[src/design/duc_pkg.sv]
// Shared types, codes and constants of the decimal up/down counter.
package duc_pkg;

  localparam int unsigned DigitW = 4;
  localparam int unsigned ByteW  = 8;
  localparam int unsigned FuncW  = 2;
  localparam int unsigned MatchW = 3;

  typedef logic [DigitW-1:0] digit_t;
  typedef logic [ByteW-1:0]  byte_t;
  typedef logic [FuncW-1:0]  func_t;
  typedef logic [MatchW-1:0] match_t;

  // event kinds
  localparam func_t FuncRx   = 2'd0;
  localparam func_t FuncDown = 2'd1;
  localparam func_t FuncUp   = 2'd2;

  localparam byte_t AsciiZero = 8'd48;
  localparam byte_t AsciiLf   = 8'd10;
  localparam byte_t AsciiCr   = 8'd13;
  localparam byte_t AsciiNul  = 8'd0;
  localparam byte_t AsciiDnLo = 8'h64;  // 'd'
  localparam byte_t AsciiDnUp = 8'h44;  // 'D'
  localparam byte_t AsciiUpLo = 8'h75;  // 'u'
  localparam byte_t AsciiUpUp = 8'h55;  // 'U'

  localparam digit_t DigitMax = 4'd9;

  // index of the final character of "Reset"
  localparam match_t MatchLast = 3'd4;

  // control word shared by every digit cell
  typedef struct packed {
    logic up;     // count direction for this event
    logic clr;    // clear the count
    logic load;   // copy new count into the report shifter
    logic shift;  // advance the report shifter by one digit
  } cell_ctrl_t;

  function automatic byte_t match_char(match_t pos);
    byte_t c;
    case (pos)
      3'd0:    c = 8'h52;  // R
      3'd1:    c = 8'h65;  // e
      3'd2:    c = 8'h73;  // s
      3'd3:    c = 8'h65;  // e
      3'd4:    c = 8'h74;  // t
      default: c = AsciiNul;
    endcase
    return c;
  endfunction

endpackage

[src/design/duc_in_if.sv]
// Event channel: event kind and received byte.
interface duc_in_if;
  import duc_pkg::*;

  logic  valid;
  logic  ready;
  func_t func;
  byte_t rx_byte;

  modport source (output valid, output func, output rx_byte, input ready);
  modport sink   (input valid, input func, input rx_byte, output ready);
endinterface

[src/design/duc_out_if.sv]
// Report channel: one transmit byte per word, last flags the closing byte.
interface duc_out_if;
  import duc_pkg::*;

  logic  valid;
  logic  ready;
  byte_t tx_byte;
  logic  last;

  modport source (output valid, output tx_byte, output last, input ready);
  modport sink   (input valid, input tx_byte, input last, output ready);
endinterface

[src/design/duc_digit_cell.sv]
// One BCD digit of the count plus its stage of the report shifter.
module duc_digit_cell
  import duc_pkg::*;
(
  input  logic       clk_i,
  input  logic       rst_ni,
  input  cell_ctrl_t ctrl_i,
  input  logic       en_i,        // carry/borrow from the less significant cell
  output logic       carry_o,     // carry/borrow to the more significant cell
  input  digit_t     shift_in_i,  // report digit from the less significant cell
  output digit_t     shift_o
);

  digit_t digit_d, digit_q;
  digit_t sh_d, sh_q;
  logic   wrap;

  always_comb begin
    if (ctrl_i.up) begin
      wrap = (digit_q >= DigitMax);
    end else begin
      wrap = (digit_q == '0) || (digit_q > DigitMax);
    end
    carry_o = en_i && wrap;
  end

  always_comb begin
    if (ctrl_i.clr) begin
      digit_d = '0;
    end else if (en_i) begin
      if (ctrl_i.up) begin
        digit_d = wrap ? digit_t'(0) : digit_q + digit_t'(1);
      end else begin
        digit_d = wrap ? DigitMax : digit_q - digit_t'(1);
      end
    end else begin
      digit_d = digit_q;
    end
  end

  always_comb begin
    if (ctrl_i.load) begin
      sh_d = digit_d;
    end else if (ctrl_i.shift) begin
      sh_d = shift_in_i;
    end else begin
      sh_d = sh_q;
    end
  end

  always_ff @(posedge clk_i or negedge rst_ni) begin
    if (!rst_ni) begin
      digit_q <= '0;
    end else begin
      digit_q <= digit_d;
    end
  end

  always_ff @(posedge clk_i) begin
    sh_q <= sh_d;
  end

  assign shift_o = sh_q;

endmodule

[src/design/decimal_updown_counter_uart_report.sv]
// Top level: decimal up/down counter with byte-wise serial report.
//
// in_i carries events: func 0 is a received byte, 1 the down button, 2 the
// up button, 3 is ignored. Bytes 'd'/'D' count down, 'u'/'U' count up, and
// the bytes of "Reset" in order clear the count on the final 't'.
// Each change sends a report on out_o: NUM_DIGITS ASCII digits, most
// significant first, then LF, CR and a zero byte flagged by last.
// The count sits in a row of digit cells; carries ripple from the least
// significant cell, and each cell also holds one stage of the report
// shifter, which moves the digits toward the head cell one word at a time.
// Latency: the first report word is valid the cycle after the event word
// is accepted. A report occupies NUM_DIGITS + 3 output words; in_i.ready is
// high while no report is pending and again in the cycle the closing word
// is taken, so a new event waits for the closing word of the last report,
// and silent events are taken one per cycle while idle.
// Reset clears the count to zero, the match position and any pending report.
// When the receiver stalls, the current word holds and in_i.ready stays low.
module decimal_updown_counter_uart_report
  import duc_pkg::*;
#(
  parameter int unsigned NUM_DIGITS = 4
) (
  input  logic      clk_i,
  input  logic      rst_ni,
  duc_in_if.sink    in_i,
  duc_out_if.source out_o
);

  localparam int unsigned RepLen = NUM_DIGITS + 3;
  localparam int unsigned CntW   = $clog2(RepLen);
  localparam logic [CntW-1:0] IdxLf   = CntW'(NUM_DIGITS);
  localparam logic [CntW-1:0] IdxCr   = CntW'(NUM_DIGITS + 1);
  localparam logic [CntW-1:0] IdxLast = CntW'(NUM_DIGITS + 2);

  logic           acc_in, out_take, last_beat;
  logic           cnt_ev, emit;
  cell_ctrl_t     ctrl;
  match_t         match_d, match_q;
  logic           busy_d, busy_q;
  logic [CntW-1:0] cnt_d, cnt_q;

  logic   [NUM_DIGITS:0]   carry;
  digit_t [NUM_DIGITS:0]   shift;

  assign acc_in    = in_i.valid && in_i.ready;
  assign out_take  = out_o.valid && out_o.ready;
  assign last_beat = (cnt_q == IdxLast);

  assign in_i.ready = !busy_q || (out_o.ready && last_beat);

  // event decode, "Reset" matcher and cell control
  always_comb begin
    cnt_ev     = 1'b0;
    emit       = 1'b0;
    ctrl.up    = 1'b0;
    ctrl.clr   = 1'b0;
    ctrl.shift = out_take && (cnt_q < IdxLf);
    match_d    = match_q;
    if (acc_in) begin
      case (in_i.func)
        FuncDown: begin
          cnt_ev = 1'b1;
          emit   = 1'b1;
        end
        FuncUp: begin
          cnt_ev  = 1'b1;
          ctrl.up = 1'b1;
          emit    = 1'b1;
        end
        FuncRx: begin
          if (in_i.rx_byte == match_char(match_q)) begin
            if (match_q == MatchLast) begin
              match_d  = '0;
              ctrl.clr = 1'b1;
              emit     = 1'b1;
            end else begin
              match_d = match_q + match_t'(1);
            end
          end else begin
            match_d = '0;
          end
          // no character of "Reset" is a count command
          if (in_i.rx_byte inside {AsciiDnLo, AsciiDnUp}) begin
            cnt_ev = 1'b1;
            emit   = 1'b1;
          end else if (in_i.rx_byte inside {AsciiUpLo, AsciiUpUp}) begin
            cnt_ev  = 1'b1;
            ctrl.up = 1'b1;
            emit    = 1'b1;
          end
        end
        default: begin
        end
      endcase
    end
    ctrl.load = emit;
  end

  // report sequencer
  always_comb begin
    busy_d = busy_q;
    cnt_d  = cnt_q;
    if (emit) begin
      busy_d = 1'b1;
      cnt_d  = '0;
    end else if (out_take) begin
      if (last_beat) begin
        busy_d = 1'b0;
        cnt_d  = '0;
      end else begin
        cnt_d = cnt_q + CntW'(1);
      end
    end
  end

  always_ff @(posedge clk_i or negedge rst_ni) begin
    if (!rst_ni) begin
      match_q <= '0;
      busy_q  <= 1'b0;
      cnt_q   <= '0;
    end else begin
      match_q <= match_d;
      busy_q  <= busy_d;
      cnt_q   <= cnt_d;
    end
  end

  // cell i is digit i, index 0 most significant; carries run downward
  assign carry[NUM_DIGITS] = cnt_ev;
  assign shift[NUM_DIGITS] = '0;

  for (genvar i = 0; i < NUM_DIGITS; i++) begin : g_cell
    duc_digit_cell u_cell (
      .clk_i      (clk_i),
      .rst_ni     (rst_ni),
      .ctrl_i     (ctrl),
      .en_i       (carry[i+1]),
      .carry_o    (carry[i]),
      .shift_in_i (shift[i+1]),
      .shift_o    (shift[i])
    );
  end

  always_comb begin
    if (cnt_q < IdxLf) begin
      out_o.tx_byte = {{(ByteW-DigitW){1'b0}}, shift[0]} + AsciiZero;
    end else if (cnt_q == IdxLf) begin
      out_o.tx_byte = AsciiLf;
    end else if (cnt_q == IdxCr) begin
      out_o.tx_byte = AsciiCr;
    end else begin
      out_o.tx_byte = AsciiNul;
    end
  end

  assign out_o.valid = busy_q;
  assign out_o.last  = last_beat;

endmodule

[src/flat_wrapper.sv]
// flat-port wrapper written by rule: the top's interface ports become plain ports
module decimal_updown_counter_uart_report_flat import duc_pkg::*;
#(
  parameter int unsigned NUM_DIGITS = 4
)
  (clk_i, rst_ni, in_i_valid, in_i_func, in_i_rx_byte, in_i_ready, out_o_valid, out_o_tx_byte, out_o_last, out_o_ready);
  duc_in_if in_i_i ();
  duc_out_if out_o_i ();
  input  logic clk_i;
  input  logic rst_ni;
  input wire logic [$bits(in_i_i.valid)-1:0] in_i_valid;
  input wire logic [$bits(in_i_i.func)-1:0] in_i_func;
  input wire logic [$bits(in_i_i.rx_byte)-1:0] in_i_rx_byte;
  output wire logic [$bits(in_i_i.ready)-1:0] in_i_ready;
  output wire logic [$bits(out_o_i.valid)-1:0] out_o_valid;
  output wire logic [$bits(out_o_i.tx_byte)-1:0] out_o_tx_byte;
  output wire logic [$bits(out_o_i.last)-1:0] out_o_last;
  input wire logic [$bits(out_o_i.ready)-1:0] out_o_ready;
  assign in_i_i.valid = in_i_valid;
  assign in_i_i.func = in_i_func;
  assign in_i_i.rx_byte = in_i_rx_byte;
  assign in_i_ready = in_i_i.ready;
  assign out_o_valid = out_o_i.valid;
  assign out_o_tx_byte = out_o_i.tx_byte;
  assign out_o_last = out_o_i.last;
  assign out_o_i.ready = out_o_ready;
  decimal_updown_counter_uart_report #(.NUM_DIGITS(NUM_DIGITS)) u_core (.clk_i(clk_i), .rst_ni(rst_ni), .in_i(in_i_i), .out_o(out_o_i));
endmodule
[config.mk]
export PLATFORM = sky130hd
export DESIGN_NAME = decimal_updown_counter_uart_report_flat
export DESIGN_NICKNAME = d
export VERILOG_FILES = /design/src/design/duc_pkg.sv /design/src/design/duc_in_if.sv /design/src/design/duc_out_if.sv /design/src/design/duc_digit_cell.sv /design/src/design/decimal_updown_counter_uart_report.sv /design/src/flat_wrapper.sv
export SDC_FILE = /design/constraint.sdc
export NUM_CORES = 1
export LEC_CHECK = 0
export ABC_AREA = 1
export BUFFER_PORTS_ARGS = -buffer_cell sky130_fd_sc_hd__buf_4
export CORE_MARGIN = 10
export CORE_UTILIZATION = 55
export CTS_CLUSTER_SIZE = 10
export DETAILED_ROUTE_END_ITERATION = 16
export PLACE_DENSITY = 0.74
export SLEW_MARGIN = 30
export SYNTH_ARGS = -nofsm -noshare
export SYNTH_HDL_FRONTEND = slang
export SYNTH_SLANG_ARGS = --single-unit
export TNS_END_PERCENT = 50
[constraint.sdc]
create_clock -name clk_i -period 3.6 [get_ports clk_i]
set_clock_uncertainty 0.05 [all_clocks]
set_input_delay 0.72 -clock clk_i [delete_from_list [all_inputs] [get_ports clk_i]]
set_output_delay 0.72 -clock clk_i [all_outputs]
set_load 0.05 [all_outputs]
==> results of run 1 <==
## cell families (layout without fill, tap and decap cells)
logic type | Yosys count | after routing | synth area share, %
buffers and inverters | 65 | 87 | 9.37
adders and majority gates | 18 | 18 | 7.66
and+or+nand+nor | 215 | 215 | 34.6
other | 1 | 2 | 0.128
xor gates and xnor gates | 14 | 14 | 4.17
AOI/OAI and AO/OA | 41 | 41 | 8.17
DFF | 39 | 39 | 35.9
## power by group through the flow
stage	Clock [mW]	Sequential, mW	Combinational (mW)
after CTS	0.360	0.777	1.25
final	0.351	0.779	1.25
after detailed placement	0	0.788	1.25
after floorplan	0	0.778	0.960
after global routing	0.376	0.799	1.40
after global placement	0	0.781	1.24
## area by class of cell
type	count	share of cell area, %
Tap cell	70	2.70
Clock inverter	3	1.19
Multi-Input combinational cell	290	49.6
Inverter	56	6.55
Timing Repair Buffer	23	5.32
Sequential cell	39	32.5
Clock buffer	5	2.12
## metal layers
| layer | global-route usage (%) | routed length [um] | vias to the layer above | part of all wire [%] |
|---|---|---|---|---|
| li1 | - | - | 1317 | - |
| met1 | 17.8 | 2760 | 1177 | 43 |
| met2 | 27.2 | 3230 | 87 | 50 |
| met3 | 3.36 | 399 | 6 | 6.2 |
| met4 | 3.08 | 50 | 0 | 0.78 |
| met5 | 0 | 0 | - | 0 |
## sequential cells by signal, summed over array words and instances (netlist names)
signal and flops:
u_core.cnt_q 3, u_core.out_o.valid 1, u_core.g_cell.u_cell.shift_o 16, u_core.g_cell.u_cell.digit_q 16
u_core.match_q 3
## synth_stat cells, types with 3 or more instances
master,n
xor2_1,13
nand3_1,47
dfrtp_1,23
edfxtp_1,16
o22ai_1,3
inv_1,48
ha_1,18
o21ai_0,21
a21oi_1,7
nand2_2,6
nand2_1,118
inv_2,6
buf_4,5
nand4_1,11
nor2_2,3
nor2_1,17
o21ai_1,3
## worst paths after layout
path                                               startpoint                                 end  slack, ns  cells after the start
max                                         u_core.match_q[0]  u_core.g_cell[2].u_cell.shift_o[2]       0.77                     15
min                                                    rst_ni                   u_core.match_q[2]       0.27                      1
max reg2reg                                 u_core.match_q[0]  u_core.g_cell[2].u_cell.shift_o[2]       0.77                     15
min reg2reg                u_core.g_cell[3].u_cell.shift_o[1]  u_core.g_cell[2].u_cell.shift_o[1]       0.47                      2
max in group asynchronous                              rst_ni  u_core.g_cell[1].u_cell.digit_q[2]       2.98                      1
min in group clk_i         u_core.g_cell[3].u_cell.shift_o[1]  u_core.g_cell[2].u_cell.shift_o[1]       0.47                      2
## stage by stage
step           hold WS (ns)  std cells  instance area, um2
5_1_grt               0.281        486                3250
4_1_cts               0.280        486                3250
3_3_place_gp          0.449        478                3140
3_5_place_dp          0.455        478                3140
2_1_floorplan         0.374        394                2940
6_report              0.274        486                3250
==> flow_metrics.env, run 1 <==
export IMPL_wl_per_cell_um=13.2
export IMPL_drv_slew=0
export IMPL_grt_pass1_vias=2396
export IMPL_max_freq_mhz=353
export IMPL_fin_crit_sh_pct=78.6
export IMPL_die_width_um=93.1
export IMPL_synthCells=393
export IMPL_synth_distinct_cells=40
export IMPL_vias_per_cell=5.32
export IMPL_leakage_nw=1.68
export IMPL_start_util_pct=57.2
export IMPL_async_reset_ff_share_pct=59.0
export IMPL_antenna_left=0
export IMPL_syn_to_final_growth_pct=10.5
export IMPL_max_cap_viol_count=0
export IMPL_synth_area_um2=2940
export IMPL_grt_pass1_wl_um=10900
export IMPL_clockBufferDepth=2
export IMPL_path_common_cell="nand2_1"
export IMPL_clock_latency_ns=0.28
export IMPL_multi_input_area_um2=1610
export IMPL_final_common_cell="nand2_1"
export IMPL_first_pass_iters=4
export IMPL_status="finished, final reports clean"
export IMPL_clkPwrFrac_pct=14.8
export IMPL_finalHoldViolCount=0
export IMPL_finalWirelength_um=6440
export IMPL_cp_start_kind="register"
export IMPL_dp_slack_ns=0.584
export IMPL_slowest_stage="dfrtp_1"
export IMPL_h_tree_depth=2
export IMPL_combPwrFrac_pct=52.4
export IMPL_root_buffer="clkbuf_8"
export IMPL_cts_resized=0
export IMPL_globalRouteTotalUtil_pct=15.1
export IMPL_critPathRequiredTime_ns=3.53
export IMPL_pwr_density_cell_nw_per_um2=731
export IMPL_total_power_mw=2.38
export IMPL_final_min_clock_period_ns=2.83
export IMPL_synthDominantCellAreaShare_pct=19.6
export IMPL_switching_share_pct=47.1
export IMPL_worst_path_max_fanout=21
export IMPL_cts_hold_fix_buffers=0
export IMPL_vias=2587
export IMPL_pwr_share_seq_pct=32.8
export IMPL_fillCellCount=467
export IMPL_path_delay_family="simple AND/OR/NAND/NOR gates"
export IMPL_cts_setup_buffers=0
export IMPL_register_area_um2=1060
export IMPL_cts_clk_slew_worst_paths_ns=0.08
export IMPL_ys_ff_latch=39
export IMPL_drc=0
export IMPL_rsz0062_at_grt="false"
export IMPL_port_buffers=22
export IMPL_synth_area_top_cells="dfrtp_1 (20%), edfxtp_1 (16%), nand2_1 (15%)"
export IMPL_grt_ovfl_total=0
export IMPL_core_area_um2=5140
export IMPL_synth_area_per_cell_um2=7.48
export IMPL_die_y_um=93.1
export IMPL_power_switching_mw=1.12
export IMPL_numCtsBuffers=5
export IMPL_endpoint_kind="register"
export IMPL_drtIter0Drc=177
export IMPL_place_congestion=0.897
export IMPL_final_cell_mix="nand2_1 (118), inv_1 (48), nand3_1 (47)"
export IMPL_crit_path_cell_trace="inv_1, ha_1, nand2_1, nand2_1, nand2_1, nand2_1, nand2_1, nor2_1, nand2_2, nor2_4, nand2_1, nand2_2, inv_2, o21ai_1, buf_4"
export IMPL_clock_sinks=39
export IMPL_ys_seq_area_share_pct=35.9
export IMPL_path_class="reg2reg"
export IMPL_drive_gt1_share_pct=14.4
export IMPL_arrival_ns=2.76
export IMPL_max_vdd_ir_drop_v=0.000412
export IMPL_cts_tree="yes"
export IMPL_grt_max_degree=24
export IMPL_yosys_warnings=0
export IMPL_post_route_util_pct=63.2
export IMPL_io_pin_count=25
export IMPL_setup_slack_ns=0.769
export IMPL_rows=26
export IMPL_hold_path_class="in2async"
export IMPL_fp_dieArea_um2=8670
export IMPL_slowest_delay_ns=0.40
export IMPL_synth_ff_type="dfrtp_1"
export IMPL_synth_top_area_cell="dfrtp_1"
export IMPL_finalSetupViolations=0
export IMPL_p_int_mw=1.26
export IMPL_dp_hpwl_um=4970
export IMPL_critPathBufInv=3
export IMPL_synth_edf_count=16
export IMPL_diodes=0
export IMPL_setup_tns_final_ns=0
export IMPL_final_nets=447
export IMPL_grt_antenna_before_repair=0
Note: power is estimated with default switching activity, not from simulation.
==> inputs of run 2 (changes only) <==
--- a/config.mk
+++ b/config.mk
@@ -8,10 +8,10 @@
 export ABC_AREA = 1
 export BUFFER_PORTS_ARGS = -buffer_cell sky130_fd_sc_hd__buf_4
 export CORE_MARGIN = 10
-export CORE_UTILIZATION = 55
+export CORE_UTILIZATION = 54
 export CTS_CLUSTER_SIZE = 10
 export DETAILED_ROUTE_END_ITERATION = 16
-export PLACE_DENSITY = 0.74
+export PLACE_DENSITY = 0.76
 export SLEW_MARGIN = 30
 export SYNTH_ARGS = -nofsm -noshare
 export SYNTH_HDL_FRONTEND = slang
==> constraint.sdc (replaced) <==
create_clock -name clk_i -period 2.38 [get_ports clk_i]
set_clock_uncertainty 0.05 [all_clocks]
set_input_delay 0.476 -clock clk_i [delete_from_list [all_inputs] [get_ports clk_i]]
set_output_delay 0.476 -clock clk_i [all_outputs]
set_load 0.05 [all_outputs]
==> run 2 against run 1 <==
Net effect: core utilization increased by 6.4 points; sequential share of layout area decreased by 3.3 points; worst setup slack worse by 0.68 ns; register-to-register slack got worse by 0.68 ns; global-route usage grew 0.56 points; die area rose by 1.5%; clock-buffer cell count up 1; cell count up 6.2%; maximum frequency is 24% higher.
==> flow_metrics.env, run 2 (synthesis results as in run 1) <==
export IMPL_finalHoldViolCount=0
export IMPL_rsz0062_at_grt="true"
export IMPL_finalWirelength_um=6710
export IMPL_switching_share_pct=44.8
export IMPL_fin_crit_sh_pct=96.3
export IMPL_drc=0
export IMPL_arrival_ns=2.26
export IMPL_grt_ovfl_total=0
export IMPL_grt_pass1_wl_um=11400
export IMPL_max_freq_mhz=436
export IMPL_leakage_nw=1.84
export IMPL_wl_per_cell_um=13.0
export IMPL_start_util_pct=56.5
export IMPL_cts_tree="yes"
export IMPL_dp_slack_ns=-0.204
export IMPL_grt_antenna_before_repair=0
export IMPL_clkPwrFrac_pct=16.1
export IMPL_max_vdd_ir_drop_v=0.000755
export IMPL_cts_hold_fix_buffers=0
export IMPL_die_y_um=93.8
export IMPL_clockBufferDepth=2
export IMPL_die_width_um=93.8
export IMPL_grt_pass1_vias=2530
export IMPL_antenna_left=0
export IMPL_dp_hpwl_um=5090
export IMPL_crit_path_cell_trace="inv_2, ha_4, o21ai_2, nand2_1, nand2_1, nand3_1, nor2_1, nand2_2, nor2_4, nand2_1, nand2_2, inv_4, o21ai_4, clkbuf_16"
export IMPL_p_int_mw=2.21
export IMPL_h_tree_depth=2
export IMPL_clock_latency_ns=0.29
export IMPL_syn_to_final_growth_pct=23.2
export IMPL_final_common_cell="nand2_1"
export IMPL_cts_clk_slew_worst_paths_ns=0.07
export IMPL_endpoint_kind="register"
export IMPL_clock_sinks=39
export IMPL_pwr_share_seq_pct=29.9
export IMPL_grt_max_degree=24
export IMPL_final_nets=477
export IMPL_hold_path_class="in2async"
export IMPL_slowest_stage="dfrtp_1"
export IMPL_rows=26
export IMPL_pwr_density_cell_nw_per_um2=1110
export IMPL_max_cap_viol_count=0
export IMPL_drv_slew=0
export IMPL_combPwrFrac_pct=54.0
export IMPL_setup_tns_final_ns=0
export IMPL_final_min_clock_period_ns=2.29
export IMPL_port_buffers=22
export IMPL_status="finished, final reports clean"
export IMPL_numCtsBuffers=5
export IMPL_io_pin_count=25
export IMPL_fillCellCount=425
export IMPL_slowest_delay_ns=0.40
export IMPL_power_switching_mw=1.79
export IMPL_cp_start_kind="register"
export IMPL_diodes=0
export IMPL_finalSetupViolations=0
export IMPL_path_common_cell="nand2_1"
export IMPL_path_class="reg2reg"
export IMPL_reg2reg_slack_ns=0.09
export IMPL_final_cell_mix="nand2_1 (113), buf_4 (50), nand3_1 (46)"
export IMPL_drive_gt1_share_pct=24.0
export IMPL_hold_slack_ns=0.0142
export IMPL_setup_slack_ns=0.0890
export IMPL_root_buffer="clkbuf_8"
export IMPL_drtIter0Drc=97
export IMPL_worst_path_max_fanout=8
export IMPL_vias=2641
export IMPL_critPathRequiredTime_ns=2.35
export IMPL_globalRouteTotalUtil_pct=15.6
export IMPL_fp_dieArea_um2=8790
export IMPL_first_pass_iters=4
export IMPL_vias_per_cell=5.12
export IMPL_place_congestion=0.873
export IMPL_core_area_um2=5200
==> run 2: final timing paths <==
path | startpoint | depth (start not counted) | to
max in group asynchronous | rst_ni | 1 | u_core.cnt_q[2]
hold / removal | rst_ni | 1 | u_core.match_q[2]
setup / recovery | u_core.match_q[0] | 14 | u_core.g_cell[2].u_cell.shift_o[3]
setup reg to reg | u_core.match_q[0] | 14 | u_core.g_cell[2].u_cell.shift_o[3]
hold reg to reg | u_core.g_cell[3].u_cell.shift_o[3] | 2 | u_core.g_cell[2].u_cell.shift_o[3]
min in group clk_i | u_core.g_cell[3].u_cell.shift_o[3] | 2 | u_core.g_cell[2].u_cell.shift_o[3]
==> run 2: layout make-up <==
class                           instances  area [um2]  area share, %
Tap cell                               70        87.6           2.42
Multi-Input combinational cell        290        1690           46.8
Clock buffer                            6        72.6           2.00
Clock inverter                          2        60.1           1.66
Sequential cell                        39        1060           29.2
Inverter                               56         219           6.04
Timing Repair Buffer                   53         432           11.9
==> run 2: critical path, delay by kind of cell (launching register included) <==
family / cells / cell delay (ns)
AO/OA/AOI/OAI: 2 / 0.27
adder cells (fa/ha/maj): 1 / 0.16
buffers and inverters: 3 / 0.35
flip-flops: 1 / 0.40
AND/OR/NAND/NOR: 8 / 0.78
==> run 2: timing repair <==
action                                  in CTS  in global routing
hold endpoints to repair                     0                  0
resized for setup                            0                 23
setup buffers                                0                  7
endpoints found under the setup margin       0                 35
==> run 2: per-stage QoR <==
stage               utilization (%)  area [um2]  power, mW  std cells
global route                   69.6        3620       4.33        516
finish                         69.6        3620       4.00        516
detailed placement             64.0        3330       3.18        500
global placement               64.0        3330       3.14        500
CTS                            66.5        3460       3.84        508
floorplan                         -        2950       2.64        394
==> run 2: layer usage <==
layer / global-route usage, % / vias to the layer above / wire length (um)
li1: - / 1380 / -
met1: 18.4 / 1203 / 2960
met2: 27.1 / 48 / 3320
met3: 3.44 / 10 / 340
met4: 5.70 / 0 / 97
met5: 0 / - / 0
==> run 2: power groups by stage <==
stage | Clock (mW) | Sequential, mW | Combinational [mW]
2_1_floorplan | 0 | 1.18 | 1.46
3_3_place_gp | 0 | 1.18 | 1.96
3_5_place_dp | 0 | 1.19 | 2.00
4_1_cts | 0.661 | 1.18 | 2.01
5_1_grt | 0.685 | 1.23 | 2.42
6_report | 0.645 | 1.20 | 2.16
==> inputs of run 3 (changes only) <==
--- a/config.mk
+++ b/config.mk
@@ -11,7 +11,7 @@
 export CORE_UTILIZATION = 54
 export CTS_CLUSTER_SIZE = 10
 export DETAILED_ROUTE_END_ITERATION = 16
-export PLACE_DENSITY = 0.76
+export PLACE_DENSITY = 0.86
 export SLEW_MARGIN = 30
 export SYNTH_ARGS = -nofsm -noshare
 export SYNTH_HDL_FRONTEND = slang
==> run 3 against run 2 <==
Net effect: combinational power up 4%; cell count up 2.1%; core utilization up 0.94 points; die area unchanged; flip-flop and latch count unchanged; cell area up 1.3%; sequential power about the same; worst hold slack better by 0.0078 ns; critical path depth up 3; power down 3.6%; sequential share of layout area down 0.39 points; critical endpoint is now u_core.g_cell[2].u_cell.shift_o[1]; largest cell class unchanged; largest power group unchanged.
==> flow_metrics.env, run 3 (synthesis results as in run 1) <==
export IMPL_status="finished, final reports clean"
export IMPL_fp_dieArea_um2=8790
export IMPL_final_common_cell="nand2_1"
export IMPL_root_buffer="clkbuf_8"
export IMPL_rsz0062_at_grt="true"
export IMPL_cts_clk_slew_worst_paths_ns=0.07
export IMPL_core_area_um2=5200
export IMPL_clkPwrFrac_pct=10.9
export IMPL_grt_pass1_vias=2666
export IMPL_clock_latency_ns=0.29
export IMPL_drive_gt1_share_pct=25.6
export IMPL_die_width_um=93.8
export IMPL_pwr_density_cell_nw_per_um2=1050
export IMPL_path_common_cell="nand2_1"
export IMPL_critPathBufInv=5
export IMPL_rows=26
export IMPL_critPathRequiredTime_ns=2.38
export IMPL_max_vdd_ir_drop_v=0.000615
export IMPL_globalRouteTotalUtil_pct=16.8
export IMPL_drtIter0Drc=207
export IMPL_io_pin_count=25
export IMPL_fillCellCount=420
export IMPL_path_delay_family="simple AND/OR/NAND/NOR gates"
export IMPL_grt_ovfl_total=0
export IMPL_grt_antenna_before_repair=0
export IMPL_first_pass_iters=4
export IMPL_dp_slack_ns=-0.0796
export IMPL_antenna_left=0
export IMPL_fin_crit_sh_pct=95.7
export IMPL_path_class="reg2reg"
export IMPL_dp_hpwl_um=5340
export IMPL_wl_per_cell_um=13.2
export IMPL_cts_hold_fix_buffers=0
export IMPL_switching_share_pct=47.1
export IMPL_worst_path_max_fanout=5
export IMPL_total_power_mw=3.86
export IMPL_clock_sinks=39
export IMPL_start_util_pct=56.5
export IMPL_leakage_nw=1.90
export IMPL_arrival_ns=2.27
export IMPL_clockBufferDepth=2
export IMPL_max_cap_viol_count=0
export IMPL_crit_path_cell_trace="inv_2, ha_4, inv_2, nand2_1, nand2_1, xor2_1, nand2_1, nor2_2, nand2_2, buf_4, nor2_4, nand3_1, buf_6, inv_2, nor2_2, nand2_1, nand2_1"
export IMPL_die_y_um=93.8
export IMPL_combPwrFrac_pct=58.1
export IMPL_grt_pass1_wl_um=12300
export IMPL_vias=2738
export IMPL_post_route_cell_area_um2=3670
export IMPL_slowest_delay_ns=0.39
export IMPL_hold_path_class="in2async"
export IMPL_finalSetupViolations=0
export IMPL_drc=0
export IMPL_cp_start_kind="register"
export IMPL_max_freq_mhz=439
export IMPL_setup_slack_ns=0.103
export IMPL_finalWirelength_um=6970
export IMPL_endpoint_kind="register"
export IMPL_finalHoldViolCount=0
export IMPL_postPlaceCellArea_um2=3410
export IMPL_numCtsBuffers=5
export IMPL_cts_tree="yes"
export IMPL_p_int_mw=2.04
export IMPL_final_min_clock_period_ns=2.28
export IMPL_vias_per_cell=5.20
export IMPL_power_switching_mw=1.82
export IMPL_hold_slack_ns=0.0220
export IMPL_final_nets=488
export IMPL_pwr_share_seq_pct=31.0
export IMPL_place_congestion=0.948
export IMPL_drv_slew=0
export IMPL_diodes=0
export IMPL_slowest_stage="dfrtp_1"
export IMPL_final_cell_mix="nand2_1 (113), buf_4 (59), nand3_1 (47)"
export IMPL_grt_max_degree=24
export IMPL_port_buffers=22
export IMPL_syn_to_final_growth_pct=24.9
export IMPL_h_tree_depth=2
==> run 3: path summary, 6_finish.rpt <==
check	start	end	slack, ns	cells after the start
max reg2reg	u_core.match_q[0]	u_core.g_cell[2].u_cell.shift_o[1]	0.10	17
min	rst_ni	u_core.match_q[2]	0.02	1
min reg2reg	u_core.g_cell[3].u_cell.shift_o[0]	u_core.g_cell[2].u_cell.shift_o[0]	0.48	2
max in group asynchronous	rst_ni	u_core.cnt_q[2]	2.00	1
max	u_core.match_q[0]	u_core.g_cell[2].u_cell.shift_o[1]	0.10	17
min in group clk_i	u_core.g_cell[3].u_cell.shift_o[0]	u_core.g_cell[2].u_cell.shift_o[0]	0.48	2
==> run 3: layer usage <==
metal  share of wire [%]  vias to the layer above  global-route usage (%)
met5                   0                        -                       0
met4                 1.6                        0                    4.56
met3                 4.7                       11                    3.44
met2                  50                       65                    29.2
met1                  44                     1267                    20.5
li1                    -                     1395                       -
==> run 3: metrics by stage <==
step / utilization [%] / setup TNS (ns) / cells
final: 70.5 / 0 / 527
after global routing: 70.5 / -0.0618 / 527
after CTS: 68.5 / 0 / 521
after detailed placement: 65.6 / -0.981 / 508
after global placement: 65.6 / -0.0242 / 508
after floorplan: - / 0 / 394
==> run 3: worst register-to-register path, cell delays in order, from the launching register on <==
cell,delay [ns]
dfrtp_1,0.39
inv_2,0.12
ha_4,0.17
inv_2,0.04
nand2_1,0.07
nand2_1,0.07
xor2_1,0.16
nand2_1,0.08
nor2_2,0.11
nand2_2,0.09
buf_4,0.16
nor2_4,0.08
nand3_1,0.08
buf_6,0.15
inv_2,0.06
nor2_2,0.05
nand2_1,0.05
nand2_1,0.06
==> run 3: final cells by class <==
class,instances,area (um2),area share (%)
Clock buffer,5,68.8,1.87
Clock inverter,3,15.0,0.409
Inverter,56,215,5.86
Multi-Input combinational cell,290,1690,45.9
Sequential cell,39,1060,28.8
Tap cell,70,87.6,2.39
Timing Repair Buffer,64,542,14.8
==> run 3: power groups by stage <==
stage / registers (mW) / logic, mW / clock network (mW)
floorplan: 1.18 / 1.46 / 0
global placement: 1.18 / 1.97 / 0
detailed placement: 1.20 / 2.04 / 0
CTS: 1.18 / 2.13 / 0.434
global route: 1.23 / 2.51 / 0.457
finish: 1.20 / 2.24 / 0.422
==> run 3: repair_timing <==
action | CTS | global route
resized for setup | 3 | 19
gates cloned | 1 | 0
pin swaps | 1 | 7
setup endpoints to repair | 24 | 39
buffers inserted | 4 | 6
